## src/rtl/core/dbmh_pkg.sv

```systemverilog
// Shared widths and register indexes for the dwell bin max hold block.
package dbmh_pkg;

  localparam int unsigned ValueW  = 32;
  localparam int unsigned MaxW    = 31;
  localparam int unsigned IndexW  = 6;
  localparam int unsigned CountW  = 16;
  localparam int unsigned CfgIdxW = 8;

  typedef enum logic [CfgIdxW-1:0] {
    CfgSettleVectors = 8'd0,
    CfgDwellVectors  = 8'd1
  } cfg_idx_e;

endpackage

```

## src/rtl/core/dwell_bin_max_hold_top.sv

```systemverilog
// Per-bin spectrum maximum hold over dwell windows, with a one-entry-per-bin memory.
//
// Usage:
//   Bin samples enter on the in_* channel (valid/ready), one signed Q16.16
//   sample per item; every NUM_BINS items form one vector. The block discards
//   settle_vectors vectors, then gathers per-bin maxima (floored at zero) over
//   dwell_vectors vectors. During the last dwell vector one result item per bin
//   leaves on the out_* channel with the bin's index, its final maximum and
//   last_bin set on the final bin. Other input items cause no result.
//   Registers are written on the cfg_* channel, which is always ready; write
//   them only while the block is idle.
// Throughput and pipeline:
//   One item per cycle sustained unless a reporting item stalls. The maxima
//   memory is read as an item is accepted into the compare stage, and a reporting
//   item's compare result then goes into the output register and is offered. The
//   memory is written when an item leaves the compare stage; a read of the same
//   bin in that cycle takes the forwarded value instead of the stale memory word.
// Reset:
//   Settle phase, zero settle count, bin position zero. The maxima memory is not
//   cleared: the first dwell vector overwrites every entry before any read is used.
// Backpressure:
//   When out_ready_i is low the output register holds its item. A reporting item
//   in the compare stage holds behind it and in_ready_o drops until the output
//   register frees; items that report nothing keep flowing.
module dwell_bin_max_hold_top #(
  parameter int unsigned NUM_BINS = 64
) (
  input  logic                                clk_i,
  input  logic                                rst_ni,
  // configuration write channel
  input  logic                                cfg_valid_i,
  output logic                                cfg_ready_o,
  input  logic [dbmh_pkg::CfgIdxW-1:0]        cfg_index_i,
  input  logic [dbmh_pkg::CountW-1:0]         cfg_data_i,
  // sample input channel
  input  logic                                in_valid_i,
  output logic                                in_ready_o,
  input  logic signed [dbmh_pkg::ValueW-1:0]  in_bin_value_i,
  // result output channel
  output logic                                out_valid_o,
  input  logic                                out_ready_i,
  output logic [dbmh_pkg::IndexW-1:0]         out_bin_index_o,
  output logic [dbmh_pkg::MaxW-1:0]           out_bin_max_o,
  output logic                                out_last_bin_o
);

  localparam int unsigned PosW = (NUM_BINS > 1) ? $clog2(NUM_BINS) : 1;
  localparam logic [PosW-1:0] LastPos = PosW'(NUM_BINS - 1);

  localparam int unsigned CntW = dbmh_pkg::CountW;
  localparam int unsigned MaxW = dbmh_pkg::MaxW;

  // ---------------------------------------------------------------------------
  // Configuration registers
  // ---------------------------------------------------------------------------
  logic [CntW-1:0] settle_vectors_q;
  logic [CntW-1:0] dwell_vectors_q;
  logic            cfg_wr;
  logic            cfg_wr_settle;
  logic            cfg_wr_dwell;

  assign cfg_ready_o   = 1'b1;
  assign cfg_wr        = cfg_valid_i && cfg_ready_o;
  assign cfg_wr_settle = cfg_wr && (cfg_index_i == dbmh_pkg::CfgSettleVectors);
  assign cfg_wr_dwell  = cfg_wr && (cfg_index_i == dbmh_pkg::CfgDwellVectors);

  // ---------------------------------------------------------------------------
  // Phase control, evaluated for the item being accepted
  // ---------------------------------------------------------------------------
  logic            in_dwell_q;
  logic            first_q;
  logic [CntW-1:0] vectors_left_q;
  logic [PosW-1:0] pos_q;

  logic            in_acc;
  logic            end_of_vec;
  logic            enter_dwell;
  logic            cur_dwell;
  logic            cur_first;
  logic [CntW-1:0] cur_left;
  logic [CntW-1:0] dec_left;
  logic            cur_emit;

  always_comb begin
    end_of_vec  = (pos_q == LastPos);
    enter_dwell = (pos_q == '0) && !in_dwell_q && (vectors_left_q == '0);
    cur_dwell   = in_dwell_q || enter_dwell;
    cur_first   = enter_dwell ? 1'b1 : first_q;
    if (enter_dwell) begin
      cur_left = (dwell_vectors_q != '0) ? dwell_vectors_q : CntW'(1);
    end else begin
      cur_left = vectors_left_q;
    end
    dec_left = (cur_left != '0) ? (cur_left - CntW'(1)) : cur_left;
    cur_emit = cur_dwell && (cur_left == CntW'(1));
  end

  always_ff @(posedge clk_i or negedge rst_ni) begin
    if (!rst_ni) begin
      settle_vectors_q <= '0;
      dwell_vectors_q  <= CntW'(1);
      in_dwell_q       <= 1'b0;
      first_q          <= 1'b1;
      vectors_left_q   <= '0;
      pos_q            <= '0;
    end else begin
      if (in_acc) begin
        if (end_of_vec) begin
          pos_q <= '0;
          if (cur_dwell) begin
            first_q <= 1'b0;
            if (dec_left == '0) begin
              // window done: back to settle with a fresh count
              in_dwell_q     <= 1'b0;
              vectors_left_q <= settle_vectors_q;
            end else begin
              in_dwell_q     <= 1'b1;
              vectors_left_q <= dec_left;
            end
          end else begin
            in_dwell_q     <= 1'b0;
            vectors_left_q <= dec_left;
          end
        end else begin
          pos_q          <= pos_q + PosW'(1);
          in_dwell_q     <= cur_dwell;
          vectors_left_q <= cur_left;
          first_q        <= cur_first;
        end
      end
      if (cfg_wr_settle) begin
        settle_vectors_q <= cfg_data_i;
        // restart the settle count while settling
        if (!in_dwell_q) begin
          vectors_left_q <= cfg_data_i;
        end
      end
      if (cfg_wr_dwell) begin
        dwell_vectors_q <= cfg_data_i;
      end
    end
  end

  // ---------------------------------------------------------------------------
  // Compare stage (s1) and output register
  // ---------------------------------------------------------------------------
  logic                              s1_valid_q;
  logic                              s1_dwell_q;
  logic                              s1_first_q;
  logic                              s1_emit_q;
  logic                              s1_last_q;
  logic [PosW-1:0]                   s1_pos_q;
  logic signed [dbmh_pkg::ValueW-1:0] s1_value_q;
  logic                              fwd_q;
  logic [MaxW-1:0]                   fwd_data_q;
  logic [MaxW-1:0]                   rdata_q;

  logic                              s1_adv;
  logic                              mem_we;
  logic [MaxW-1:0]                   prev_max;
  logic [MaxW-1:0]                   new_max;

  logic                              out_valid_q;
  logic [dbmh_pkg::IndexW-1:0]       out_index_q;
  logic [MaxW-1:0]                   out_max_q;
  logic                              out_last_q;

  // a non-reporting item never waits on the output register
  assign s1_adv = s1_valid_q && (!s1_emit_q || !out_valid_q || out_ready_i);
  assign in_ready_o = !s1_valid_q || s1_adv;
  assign in_acc = in_valid_i && in_ready_o;
  assign mem_we = s1_adv && s1_dwell_q;

  always_comb begin
    if (s1_first_q) begin
      prev_max = '0;
    end else if (fwd_q) begin
      prev_max = fwd_data_q;
    end else begin
      prev_max = rdata_q;
    end
    if (s1_value_q > $signed({1'b0, prev_max})) begin
      new_max = s1_value_q[MaxW-1:0];
    end else begin
      new_max = prev_max;
    end
  end

  always_ff @(posedge clk_i or negedge rst_ni) begin
    if (!rst_ni) begin
      s1_valid_q  <= 1'b0;
      out_valid_q <= 1'b0;
    end else begin
      if (in_acc) begin
        s1_valid_q <= 1'b1;
      end else if (s1_adv) begin
        s1_valid_q <= 1'b0;
      end
      if (s1_adv && s1_emit_q) begin
        out_valid_q <= 1'b1;
      end else if (out_ready_i) begin
        out_valid_q <= 1'b0;
      end
    end
  end

  always_ff @(posedge clk_i) begin
    if (in_acc) begin
      s1_dwell_q <= cur_dwell;
      s1_first_q <= cur_first;
      s1_emit_q  <= cur_emit;
      s1_last_q  <= end_of_vec;
      s1_pos_q   <= pos_q;
      s1_value_q <= in_bin_value_i;
      // the memory read below misses a write to the same bin in this cycle
      fwd_q      <= mem_we && (s1_pos_q == pos_q);
      fwd_data_q <= new_max;
    end
    if (s1_adv && s1_emit_q) begin
      out_index_q <= dbmh_pkg::IndexW'(s1_pos_q);
      out_max_q   <= new_max;
      out_last_q  <= s1_last_q;
    end
  end

  // ---------------------------------------------------------------------------
  // Maxima memory: one read port at accept, one write port at s1 exit
  // ---------------------------------------------------------------------------
  logic [MaxW-1:0] maxima_mem [NUM_BINS];

  always_ff @(posedge clk_i) begin
    if (mem_we) begin
      maxima_mem[s1_pos_q] <= new_max;
    end
  end

  always_ff @(posedge clk_i) begin
    if (in_acc) begin
      rdata_q <= maxima_mem[pos_q];
    end
  end

  assign out_valid_o     = out_valid_q;
  assign out_bin_index_o = out_index_q;
  assign out_bin_max_o   = out_max_q;
  assign out_last_bin_o  = out_last_q;

  // ---------------------------------------------------------------------------
  // Assertions
  // ---------------------------------------------------------------------------
  a_last_on_final_bin: assert property (@(posedge clk_i) disable iff (!rst_ni)
    out_valid_o && out_last_bin_o |-> out_bin_index_o == dbmh_pkg::IndexW'(NUM_BINS - 1))
    else $error("last_bin flagged on a bin other than the final one");

  a_emit_only_in_dwell: assert property (@(posedge clk_i) disable iff (!rst_ni)
    s1_valid_q && s1_emit_q |-> s1_dwell_q)
    else $error("report item outside the dwell phase");

  a_dwell_count_live: assert property (@(posedge clk_i) disable iff (!rst_ni)
    in_dwell_q |-> vectors_left_q != '0)
    else $error("dwell phase with an exhausted vector count");

  a_stall_blocks_input: assert property (@(posedge clk_i) disable iff (!rst_ni)
    s1_valid_q && s1_emit_q && out_valid_q && !out_ready_i |-> !in_ready_o)
    else $error("input taken while the compare stage is stalled");

endmodule
```

## config.mk

```make
export PLATFORM = sky130hd
export DESIGN_NAME = dwell_bin_max_hold_top
export DESIGN_NICKNAME = d
export VERILOG_FILES = /design/src/rtl/core/dbmh_pkg.sv /design/src/rtl/core/dwell_bin_max_hold_top.sv
export SDC_FILE = /design/constraint.sdc
export NUM_CORES = 2
export LEC_CHECK = 0
export BUFFER_PORTS_ARGS = -buffer_cell sky130_fd_sc_hd__buf_2
export CAP_MARGIN = 20
export CORE_MARGIN = 8
export CORE_UTILIZATION = 50
export DETAILED_ROUTE_END_ITERATION = 6
export PLACE_DENSITY = 0.66
export SYNTH_ARGS = -nofsm -noshare
export SYNTH_HDL_FRONTEND = slang
export SYNTH_SLANG_ARGS = --single-unit
```

## constraint.sdc

```tcl
create_clock -name clk_i -period 8.05 [get_ports clk_i]
set_clock_uncertainty 0.05 [all_clocks]
set_input_delay 1.61 -clock clk_i [delete_from_list [all_inputs] [get_ports clk_i]]
set_output_delay 1.61 -clock clk_i [all_outputs]
set_load 0.02 [all_outputs]
```

==> results by group <==
STA
  – Slew margin rel.: 0.283
  – Worst Max-Slew Pin Slew: about 1.1 ns
  – # setup viols final: 0
  – Final period util: 0.713
  – PnR worst setup slack: 2.31 ns
  – Highest clock rate: 174 MHz
  – Final Max Slew Viols: 0
  – Fin Setup TNS: 0 ns
  – RSZ-0062 raised after global routing: false
  – Fin. Hold Viols: 0
  – Fin crit period: 5.74 ns

Worst setup path
  – Top cell by count, worst path: a21o_1
  – Flop2flop setup slack: 2.31 ns
  – CP bufs+invs: 2
  – Crit path DAT: around 6.3 ns
  – CP cell instances: buf_4, mux2i_1, or2_2, ha_1, a21o_1, a21o_1, a21o_1, a21o_1, a21oi_1, o21ai_0, o21ai_0, nand3_4, mux2i_4, buf_4
  – FF-to-FF End: maxima_mem[49][9]
  – Crit-path max cell delay: 1.06 ns
  – Worst Path Required: between 8 and 9 ns
  – Worst setup path class: flop to flop
  – Worst setup EP type: flop
  – Crit Reg-Reg Startpoint: fwd_q
  – Top delay family on crit path: compound AO/OA/AOI/OAI gates
  – Critical path startpoint category: flop
  – R2R depth: 14
  – CP max FO: 34
  – CP max stage cell: mux2i_4

Floorplanning
  – Die X: 428 microns
  – # rows: about 150
  – IO Pins: between 100 and 150
  – Die Height: ~430 microns
  – Starting Density: 0.503
  – Core area: between 150000 and 200000 sq um
  – Die area: approximately 180000 sq um

Global routing
  – Via count of the first global-routing pass: 40.5k
  – Layer with the highest usage: met2
  – Antenna violations before repair: 13
  – GRT overflow: 0
  – Global-route wire length before repair: around 300 mm
  – Pin count of the biggest net entering global routing: 129
  – Met3 usage in global routing: 0.0397
  – GRT met1 Usage: 0.327
  – Global Route met2 Usage: 0.368
  – GRT Util Overall: 0.229

Yosys
  – Synth cell count leaders: edfxtp_1, mux4_2, clkbuf_1
  – Post-synthesis sequential area ratio: 0.768
  – Synth warn: 0
  – Netlist cell types: between 70 and 80
  – Async SR Flop Fraction: 0.0265
  – Top cells by area in the synthesized netlist: edfxtp_1, mux4_2, dfrtp_1
  – Seq cells post-synth: about 2.2k
  – Primary FF master, synth: edfxtp_1
  – Largest area contributor in the netlist: edfxtp_1
  – Total nets after synthesis: 3756
  – Post-synth EDFFs: between 2k and 2.5k
  – Share of the synthesized area in the top cell type: 0.751
  – Syn avg cell area: 23.2 sq um
  – Most instantiated library cell after synthesis: edfxtp_1
  – Synthesized cell area: 85000 sq um
  – Synthesized instance count: ~3.7k

Layout
  – Share of cells above drive strength 1: 0.337
  – Final Util: 0.569
  – Area Overhead vs Synth: 13.1%
  – Final non-filler cell area: 96200 sq um
  – Final net count: ~4.0k

Pwr
  – Peak VDD IR: 0.270 mV
  – Pleak: ~30 nW
  – Power share of the clock group: 0.326
  – Combinational fraction of design power: 0.208
  – Sw Ratio: 0.267
  – Pwr dens: 306 nW/um^2
  – Sequential Power Share: 0.466
  – Internal: 21.6 mW
  – Switch Pwr: 7.89 mW

Clock tree
  – Post-CTS Setup Bufs: 0
  – Sink Count: about 2.2k
  – CTS tree: yes
  – Max H-tree Level: 4
  – Hold-fix buffers, CTS: 0
  – Num CTS Buffers: roughly 200
  – Cts repair resizes: 0
  – Clock Pin Slew Worst Setup and Hold Paths: roughly 0.060 ns
  – Clk buf depth: 3
  – Clk root buf: clkbuf_16
  – Worst skew pair latency: between 0.8 and 0.9 ns

Route
  – Post-Route WL: ~210 mm
  – Via-per-instance ratio: roughly 6.5
  – Starting DRT DRC Count: 5166
  – Via count: 40.8k
  – Routed Antenna Nets: 0
  – Final routed DRC violation total: 0
  – Routed len/inst: around 34 microns
  – Drt first pass iters: 6

Min path
  – Hold Crit Class: flop to flop
  – Hold Path Cell Cnt: 0
  – Hold endpoint: out_last_bin_o
  – Min-delay src: s1_last_q

Place
  – Final HPWL DP: 116 mm
  – Post-Place Cell Area: 89500 sq um
  – Routability cong.: between 0.8 and 0.9
  – IO buf count: 100
  – Pre-CTS setup slack: around 2.3 ns

Run
  – Max Cap Violations: 0

Run status
  – Status: complete, no violations
==> registers in the layout, summed over array words and instances (netlist names) <==
register / count
pos_q: 6
out_bin_index_o: 6
dwell_vectors_q: 16
rdata_q: 31
maxima_mem: 1984
vectors_left_q: 16
s1_first_q: 1
in_dwell_q: 1
out_valid_o: 1
out_bin_max_o: 31
first_q: 1
s1_value_q: 32
fwd_data_q: 31
out_last_bin_o: 1
s1_last_q: 1
s1_dwell_q: 1
fwd_q: 1
s1_emit_q: 1
s1_pos_q: 6
settle_vectors_q: 16
s1_valid_q: 1
==> layout by cell type, fill, tap and decap left out, drive strengths merged, types with 13 or more instances in the layout <==
master	count
ha	36
mux4	651
inv	50
o21ai	37
diode	13
nand3	24
mux2i	64
clkinv	96
nand2	45
mux2	32
nor2	109
edfxtp	2127
clkbuf	244
or2	32
buf	228
a21oi	31
a21o	15
nor3	22
dfrtp	56
bufinv	25
nand4	14
==> worst max path at each step <==
stage           startpoint                end  slack (ns)  cells past startpoint
2_1_floorplan  out_ready_i  vectors_left_q[0]        1.95                      9
3_3_place_gp         fwd_q  maxima_mem[32][9]        2.22                     14
3_5_place_dp         fwd_q  maxima_mem[33][9]        2.25                     14
4_1_cts              fwd_q  maxima_mem[33][9]        2.25                     14
5_1_grt              fwd_q  maxima_mem[53][9]        2.06                     14
6_report             fwd_q  maxima_mem[49][9]        2.31                     14
==> through the flow <==
stage	hold WS (ns)	total power, mW	instances
finish	0.429	29.5	6314
detailed placement	0.408	20.1	5922
CTS	0.423	29.6	6300
floorplan	0.350	17.9	3659
global placement	0.401	20.1	5922
global route	0.443	30.4	6310
==> metal layers <==
layer / part of all wire / routed length (microns)
met5: 0.000061 / 13
met4: 0.029 / 6220
met3: 0.086 / 18300
met2: 0.48 / 103000
met1: 0.40 / 84900
==> kinds of logic (layout without fill, tap and decap cells) <==
group	after synthesis	after routing	synth area share
other cells	1	14	0.0000441
flops	2185	2185	0.768
simple gates	301	301	0.0182
compound gates	149	149	0.0124
fa+ha+maj	36	36	0.00530
xor+xnor	15	15	0.00154
mux	747	747	0.184
buf+inv	225	649	0.0102
==> cell type report <==
cell class              instances  area [sq um]
diodes                         13          32.5
clock buffers                 244          5330
clock inverters               134          1320
fillers                     12000         72900
inverters                      43           166
multi-input cells            1249         19700
flip-flops and latches       2185         65300
well taps                    2218          2780
repair buffers                228          1520
==> power by group through the flow <==
| stage | combinational (mW) | sequential, mW | clock [mW] |
|---|---|---|---|
| 6_report | 6.14 | 13.7 | 9.60 |
| 5_1_grt | 6.47 | 13.8 | 10.1 |
| 4_1_cts | 6.15 | 13.7 | 9.74 |
| 3_5_place_dp | 6.14 | 14.0 | 0 |
| 3_3_place_gp | 6.08 | 14.0 | 0 |
| 2_1_floorplan | 4.05 | 13.8 | 0 |
No activity file was read; power rests on OpenSTA's default activity.
